$ cat src/hw/rtl/aar_pkg.sv
// Types and constants shared by the ARCNET ARP responder modules.
`timescale 1ns / 1ps

package aar_pkg;

    // Outcome codes carried on m_tuser
    localparam logic [1:0] ACT_IGNORE  = 2'd0;
    localparam logic [1:0] ACT_REPLY   = 2'd1;
    localparam logic [1:0] ACT_GATEWAY = 2'd2;

    // Configuration register indexes
    localparam logic CFG_MY_IP   = 1'b0;
    localparam logic CFG_NODE_ID = 1'b1;

    // Payload layout
    localparam logic [4:0] POS_SAT  = 5'd18;  // position saturates here
    localparam logic [4:0] POS_LAST = 5'd17;  // last target IP byte

    // Expected header bytes
    localparam logic [7:0] HTYPE_HI  = 8'h00;
    localparam logic [7:0] HTYPE_LO  = 8'h07;
    localparam logic [7:0] PTYPE_HI  = 8'h08;
    localparam logic [7:0] PTYPE_LO  = 8'h00;
    localparam logic [7:0] HLEN      = 8'h01;
    localparam logic [7:0] PLEN      = 8'h04;
    localparam logic [7:0] OPCODE_HI = 8'h00;

    // Opcode low bytes
    localparam logic [7:0] OP_REQUEST = 8'h01;
    localparam logic [7:0] OP_REPLY   = 8'h02;

    // One input word held in the input stage
    typedef struct packed {
        logic [7:0] data_byte;
        logic       last_byte;
    } in_word_t;

    // One result word
    typedef struct packed {
        logic [1:0]  action;
        logic [7:0]  reply_dest_node;
        logic [31:0] reply_target_ip;
        logic [7:0]  reply_sender_node;
        logic [7:0]  gateway_node;
        logic        gateway_known;
    } result_t;

endpackage

$ cat src/hw/rtl/aar_in_stage.sv
// Input register stage: holds one incoming word until the parser takes it.
`timescale 1ns / 1ps

module aar_in_stage (
    input  logic              aclk,
    input  logic              aresetn,
    input  logic              in_valid,
    output logic              in_ready,
    input  aar_pkg::in_word_t in_word,
    output logic              out_valid,
    input  logic              out_pop,
    output aar_pkg::in_word_t out_word
);
    import aar_pkg::*;

    logic     valid_reg;
    in_word_t word_reg;

    // accept when empty or when the held word leaves this cycle
    assign in_ready  = !valid_reg || out_pop;
    assign out_valid = valid_reg;
    assign out_word  = word_reg;

    always_ff @(posedge aclk) begin
        if (!aresetn) begin
            valid_reg <= 1'b0;
        end else if (in_ready) begin
            valid_reg <= in_valid;
        end
    end

    always_ff @(posedge aclk) begin
        if (in_ready && in_valid) begin
            word_reg <= in_word;
        end
    end

endmodule

$ cat src/hw/rtl/aar_parser.sv
// Packet parser: header checks, field capture, target compare and outcome.
`timescale 1ns / 1ps

module aar_parser (
    input  logic             aclk,
    input  logic             aresetn,
    input  logic             take,
    input  logic [7:0]       data_byte,
    input  logic             last_byte,
    input  logic [31:0]      my_ip,
    input  logic [7:0]       node_id,
    output aar_pkg::result_t result
);
    import aar_pkg::*;

    logic [4:0]  pos_reg,    pos_next;
    logic        hdr_ok_reg, hdr_ok_next;
    logic        tgt_ok_reg, tgt_ok_next;
    logic [7:0]  opcode_reg, opcode_next;
    logic [7:0]  snode_reg,  snode_next;
    logic [31:0] saddr_reg,  saddr_next;
    logic [7:0]  gw_reg,     gw_next;

    logic        hdr_ok_eff;
    logic        tgt_ok_eff;
    logic [7:0]  opcode_eff;
    logic [7:0]  snode_eff;
    logic [31:0] saddr_eff;
    logic [7:0]  ip_byte;
    logic [1:0]  ip_idx;
    logic        qualify;
    logic        learn;

    // which octet of our address the current target byte is compared with
    assign ip_idx = pos_reg[1:0] - 2'd2;

    always_comb begin
        unique case (ip_idx)
            2'd0:    ip_byte = my_ip[31:24];
            2'd1:    ip_byte = my_ip[23:16];
            2'd2:    ip_byte = my_ip[15:8];
            default: ip_byte = my_ip[7:0];
        endcase
    end

    // state as it stands after this byte
    always_comb begin
        hdr_ok_eff = hdr_ok_reg;
        tgt_ok_eff = tgt_ok_reg;
        opcode_eff = opcode_reg;
        snode_eff  = snode_reg;
        saddr_eff  = saddr_reg;
        unique case (pos_reg)
            5'd0:  hdr_ok_eff = hdr_ok_reg && (data_byte == HTYPE_HI);
            5'd1:  hdr_ok_eff = hdr_ok_reg && (data_byte == HTYPE_LO);
            5'd2:  hdr_ok_eff = hdr_ok_reg && (data_byte == PTYPE_HI);
            5'd3:  hdr_ok_eff = hdr_ok_reg && (data_byte == PTYPE_LO);
            5'd4:  hdr_ok_eff = hdr_ok_reg && (data_byte == HLEN);
            5'd5:  hdr_ok_eff = hdr_ok_reg && (data_byte == PLEN);
            5'd6:  hdr_ok_eff = hdr_ok_reg && (data_byte == OPCODE_HI);
            5'd7:  opcode_eff = data_byte;
            5'd8:  snode_eff  = data_byte;
            5'd9, 5'd10, 5'd11, 5'd12:
                   saddr_eff  = {saddr_reg[23:0], data_byte};
            5'd14, 5'd15, 5'd16, 5'd17:
                   tgt_ok_eff = tgt_ok_reg && (data_byte == ip_byte);
            default: ;
        endcase
    end

    // outcome on the final byte
    assign qualify = (pos_reg >= POS_LAST) && hdr_ok_eff && tgt_ok_eff;
    assign learn   = qualify && (opcode_eff == OP_REPLY) && (gw_reg == 8'd0);

    always_comb begin
        result = '0;
        if (qualify && (opcode_eff == OP_REQUEST)) begin
            result.action            = ACT_REPLY;
            result.reply_dest_node   = snode_eff;
            result.reply_target_ip   = saddr_eff;
            result.reply_sender_node = node_id;
        end else if (learn) begin
            result.action = ACT_GATEWAY;
        end
        result.gateway_node  = gw_next;
        result.gateway_known = (gw_next != 8'd0);
    end

    // next state
    always_comb begin
        pos_next    = pos_reg;
        hdr_ok_next = hdr_ok_reg;
        tgt_ok_next = tgt_ok_reg;
        opcode_next = opcode_reg;
        snode_next  = snode_reg;
        saddr_next  = saddr_reg;
        gw_next     = (last_byte && learn) ? snode_eff : gw_reg;
        if (take) begin
            opcode_next = opcode_eff;
            snode_next  = snode_eff;
            saddr_next  = saddr_eff;
            if (last_byte) begin
                pos_next    = 5'd0;
                hdr_ok_next = 1'b1;
                tgt_ok_next = 1'b1;
            end else begin
                pos_next    = (pos_reg < POS_SAT) ? pos_reg + 5'd1 : pos_reg;
                hdr_ok_next = hdr_ok_eff;
                tgt_ok_next = tgt_ok_eff;
            end
        end
    end

    always_ff @(posedge aclk) begin
        if (!aresetn) begin
            pos_reg    <= 5'd0;
            hdr_ok_reg <= 1'b1;
            tgt_ok_reg <= 1'b1;
            opcode_reg <= 8'd0;
            snode_reg  <= 8'd0;
            saddr_reg  <= 32'd0;
            gw_reg     <= 8'd0;
        end else begin
            pos_reg    <= pos_next;
            hdr_ok_reg <= hdr_ok_next;
            tgt_ok_reg <= tgt_ok_next;
            opcode_reg <= opcode_next;
            snode_reg  <= snode_next;
            saddr_reg  <= saddr_next;
            if (take) begin
                gw_reg <= gw_next;
            end
        end
    end

endmodule

$ cat src/hw/rtl/aar_out_stage.sv
// Result register: holds one result word until the sink takes it.
`timescale 1ns / 1ps

module aar_out_stage (
    input  logic             aclk,
    input  logic             aresetn,
    input  logic             load,
    input  aar_pkg::result_t result,
    output logic             free,
    output logic             m_tvalid,
    input  logic             m_tready,
    output aar_pkg::result_t held
);
    import aar_pkg::*;

    logic    valid_reg;
    result_t result_reg;

    // room for a new word if empty or the current one goes out now
    assign free     = !valid_reg || m_tready;
    assign m_tvalid = valid_reg;
    assign held     = result_reg;

    always_ff @(posedge aclk) begin
        if (!aresetn) begin
            valid_reg <= 1'b0;
        end else if (free) begin
            valid_reg <= load;
        end
    end

    always_ff @(posedge aclk) begin
        if (free && load) begin
            result_reg <= result;
        end
    end

endmodule

$ cat src/hw/rtl/arcnet_arp_responder_unit.sv
// Top level of the ARCNET ARP responder.
//
//  channel | dir | handshake         | payload
//  --------+-----+-------------------+---------------------------------------
//  s_      | in  | s_tvalid/s_tready | tdata payload byte, tlast final byte
//  m_      | out | m_tvalid/m_tready | tuser action, tdata reply/gateway info
//  cfg_    | in  | cfg_wr_en         | cfg_addr index, cfg_wdata value
//
// One word per cycle sustained unless a final byte waits on a stalled
// result, which holds it in the input register; each byte passes that
// register and the parser, and a final byte's result is registered in the
// output register as the parser takes it. Reset (aresetn low, synchronous)
// clears the valid flags, configuration registers and parser state.
`timescale 1ns / 1ps

module arcnet_arp_responder_unit (
    input  logic        aclk,
    input  logic        aresetn,
    // input stream
    input  logic        s_tvalid,
    output logic        s_tready,
    input  logic [7:0]  s_tdata,   // [7:0] data_byte
    input  logic        s_tlast,
    // result stream
    output logic        m_tvalid,
    input  logic        m_tready,
    output logic [63:0] m_tdata,   // [7:0] reply_dest_node, [39:8] reply_target_ip,
                                   // [47:40] reply_sender_node, [55:48] gateway_node,
                                   // [56] gateway_known, [63:57] zero
    output logic [1:0]  m_tuser,   // [1:0] action
    // configuration
    input  logic        cfg_wr_en,
    input  logic        cfg_addr,
    input  logic [31:0] cfg_wdata
);
    import aar_pkg::*;

    logic [31:0] my_ip_reg;
    logic [7:0]  node_id_reg;

    in_word_t s_word;
    in_word_t p_word;
    logic     p_valid;
    logic     p_pop;
    logic     out_free;
    result_t  p_result;
    result_t  m_result;

    // configuration registers
    always_ff @(posedge aclk) begin
        if (!aresetn) begin
            my_ip_reg   <= 32'd0;
            node_id_reg <= 8'd0;
        end else if (cfg_wr_en) begin
            unique case (cfg_addr)
                CFG_MY_IP:   my_ip_reg   <= cfg_wdata;
                CFG_NODE_ID: node_id_reg <= cfg_wdata[7:0];
                default: ;
            endcase
        end
    end

    assign s_word.data_byte = s_tdata;
    assign s_word.last_byte = s_tlast;

    aar_in_stage u_in (
        .aclk      (aclk),
        .aresetn   (aresetn),
        .in_valid  (s_tvalid),
        .in_ready  (s_tready),
        .in_word   (s_word),
        .out_valid (p_valid),
        .out_pop   (p_pop),
        .out_word  (p_word)
    );

    // a final byte waits for room in the result register
    assign p_pop = p_valid && (!p_word.last_byte || out_free);

    aar_parser u_parse (
        .aclk      (aclk),
        .aresetn   (aresetn),
        .take      (p_pop),
        .data_byte (p_word.data_byte),
        .last_byte (p_word.last_byte),
        .my_ip     (my_ip_reg),
        .node_id   (node_id_reg),
        .result    (p_result)
    );

    aar_out_stage u_out (
        .aclk     (aclk),
        .aresetn  (aresetn),
        .load     (p_pop && p_word.last_byte),
        .result   (p_result),
        .free     (out_free),
        .m_tvalid (m_tvalid),
        .m_tready (m_tready),
        .held     (m_result)
    );

    // pack the result word
    assign m_tuser = m_result.action;
    assign m_tdata = {7'd0,
                      m_result.gateway_known,
                      m_result.gateway_node,
                      m_result.reply_sender_node,
                      m_result.reply_target_ip,
                      m_result.reply_dest_node};

endmodule

$ cat config.mk
export PLATFORM = sky130hd
export DESIGN_NAME = arcnet_arp_responder_unit
export DESIGN_NICKNAME = d
export VERILOG_FILES = /design/src/hw/rtl/aar_pkg.sv /design/src/hw/rtl/aar_in_stage.sv /design/src/hw/rtl/aar_parser.sv /design/src/hw/rtl/aar_out_stage.sv /design/src/hw/rtl/arcnet_arp_responder_unit.sv
export SDC_FILE = /design/constraint.sdc
export NUM_CORES = 1
export LEC_CHECK = 0
export CAP_MARGIN = 20
export CORE_UTILIZATION = 30
export CTS_CLUSTER_DIAMETER = 30
export DETAILED_ROUTE_END_ITERATION = 7
export DONT_BUFFER_PORTS = 1
export GPL_ROUTABILITY_DRIVEN = 0
export PLACE_DENSITY = 0.51
export SLEW_MARGIN = 15
export SYNTH_ARGS = -nofsm -noshare
export SYNTH_HDL_FRONTEND = slang
export SYNTH_SLANG_ARGS = --single-unit
$ cat constraint.sdc
create_clock -name aclk -period 2.6 [get_ports aclk]
set_input_delay 0.13 -clock aclk [delete_from_list [all_inputs] [get_ports aclk]]
set_output_delay 0.13 -clock aclk [all_outputs]
set_load 0.05 [all_outputs]
==> impl_metrics.toml <==
[clock_tree]
h-tree-depth = 4
cts_tree = "done"
cts-root-buf = "clkbuf_16"
numCtsBuffers = 17
cts.clk_slew.worst_paths_ns = 0.07
cts.sink_count = 173
cts_buffer_depth = 2
worstSkewPairLatency_ns = 0.44

[run_status]
status = "finished with violations"
violations = "DRC, setup timing"

[power_and_ir_drop]
power.density_nw_per_um2 = 551.5
ir_worst_vdd_uv = 320.8
leakage_uw = 0.003334

[setup_path]
cp_data_arrival_time_ns = 2.94
crit_fanout = 9
critPathKind = "flop to flop"
worst_setup_path_start_kind = "flop"
end_kind = "flop"
r2r-end = "u_out.held[10]"
r2r_cells = 10
r2r-start = "u_parse.pos_reg[1]"
worstPathRequired_ns = 2.86
r2r_setup_slack_ns = -0.08

[finish]
final_cell_area_um2 = 10740
largest_reg_flops = 59
diodes = 0
final_common_cell = "nand2_1"
final_cell_mix = "nand2_1 (169), dfxtp_1 (103), a21boi_0 (84)"
final_nets = 912
drive_gt1_share_pct = 21.53
syn2layout_area_growth_pct = 33.54
postLayoutCoreUtil_pct = 40.97

[detailed_routing]
finalWirelength_um = 21850
drtIter0Drc = 489
wl_per_cell_um = 18.09
firstDrtPassIters = 7
drtAntennaViolNets = 0
dr_total_vias = 6039
drcViolationCount = 20
vias_per_cell = 4.999

[sta]
finalMaxSlewViolations = 0
hold_viol_final = 0
tns_ns = -1.783
fin_crit_sh_pct = 102.9
relSlewSlack_pct = 61.46
setup_viol = 44
worst_slew_pin_slew_ns = 0.5755
fin_ws_ns = -0.07618
finClkSkew_ns = 0.01673
rsz0062_at_grt = "true"
period_needed_ns = 2.676
timing.hold.ws_ns = 0.06875
max_freq_mhz = 373.7

[floorplanning]
die_y_um = 165.7
io_pins = 115
core_area_um2 = 26210
initial_core_util_pct = 30.68
rows = 59
die_area_um2 = 27460
die_w_um = 165.7

[global_routing]
grt_pass1_vias = 5744
globalRouteTotalUtil_pct = 15.74
grt_pass1_wl_um = 33470
overflow = 0
antenna_found_initial = 0
grt_max_degree = 103

[logic_synthesis]
yosysUniqueCellTypes = 57
avgSynthCellArea_um2 = 10.08
synth_warnings = 0
synth-seq-cells = 173
yosysSeqAreaShare_pct = 51.54
synthCells = 798
netlist_area_um2 = 8040
synth-edff-count = 68
synthFlopType = "dfxtp_1"
ys_async_sr_fraction_pct = 0

[run]
drv_cap = 0

[placement]
post-place-ws_ns = -0.1635
port_buffers = 0
dp_hpwl_um = 13610
dpl-instance-area_um2 = 8587

[hold_path]
hold_path_end = "node_id_reg[3]"
worst_hold_path_type = "primary input to flop"
min-delay-start = "cfg_wr_en"
hold_depth = 3
[cell families (layout without fill, tap and decap cells)]
group / count (synthesis) / in the layout / synth area share, %
compound gates: 136 / 136 / 12.99
flops: 173 / 173 / 51.54
fa+ha+maj: 5 / 5 / 0.7781
simple gates: 323 / 323 / 20.95
xor+xnor: 12 / 12 / 1.307
other cells: 1 / 7 / 0.04664
buf+inv: 97 / 166 / 6.023
mux: 51 / 51 / 6.365
[where the power goes]
part	internal, µW	total, µW	switching [µW]	leakage (µW)
combinational	148	331	183	0.00150
clock	1400	2630	1230	0.000296
sequential	2860	2960	97.1	0.00153
total	4420	5920	1510	0.00333
[layer usage]
metal	GRT usage, %	vias up	wire, µm
li1	-	2961	-
met1	21.87	2905	10330
met2	24.08	156	10320
met3	3.680	17	956
met4	4.998	0	244
met5	0	-	0
[per-stage QoR]
step	power, µW	instances
global placement	3253	1108
global route	6125	1208
finish	5922	1208
detailed placement	3254	1108
floorplan	3203	804
CTS	5976	1199
[worst max-delay path by stage]
stage                             startpoint              to  cells after the start
after floorplan               u_out.m_tvalid   u_out.held[0]                      5
after global placement    u_parse.pos_reg[0]  u_out.held[34]                      9
after detailed placement  u_parse.pos_reg[0]  u_out.held[49]                      9
after CTS                 u_parse.pos_reg[1]  u_out.held[14]                     10
after global routing      u_parse.pos_reg[1]   u_out.held[9]                     11
final                     u_parse.pos_reg[1]  u_out.held[10]                     10
[final cells by class]
cell class / count / area, µm²
fill: 2451 / 15470
clock inverter: 14 / 172.7
inverter: 16 / 63.81
timing repair buffer: 118 / 1408
tap: 335 / 419.2
clock buffer: 18 / 439.2
sequential: 173 / 4146
multi-input combinational: 534 / 4088
[cell usage after synthesis (all sizes together), types with 9 or more instances]
library cell,count,share of area (%)
clkbuf,44,2.1
buf,37,3.2
edfxtp,68,25
inv,16,0.75
mux2i,50,6.2
nand4,12,0.93
o21ai,12,0.75
nand3,37,2.3
dfxtp,105,26
xor2,9,0.98
a21boi,90,8.4
nand2,170,7.9
nor4b,9,1.6
nor2,19,0.89
nor4,46,4.5
[timing repair]
item / in CTS / in global routing
setup endpoints to repair: 68 / 100
hold endpoints to repair: 113 / 0
buffers inserted: 6 / 4
hold buffers: 48 / 0
pin swaps: 21 / 28
cloned: 5 / 6
resized for setup: 66 / 65
[worst max-delay path, stage by stage, from the launching register on]
cell and delay [ns]:
dfxtp_2 0.33, buf_6 0.12, ha_4 0.18, a222oi_1 0.38, mux2i_1 0.16, xor2_1 0.19
nor4_2 0.36, a22oi_2 0.15, buf_12 0.19, buf_16 0.17, nor4b_4 0.27
(Power assumes the default switching activity.)
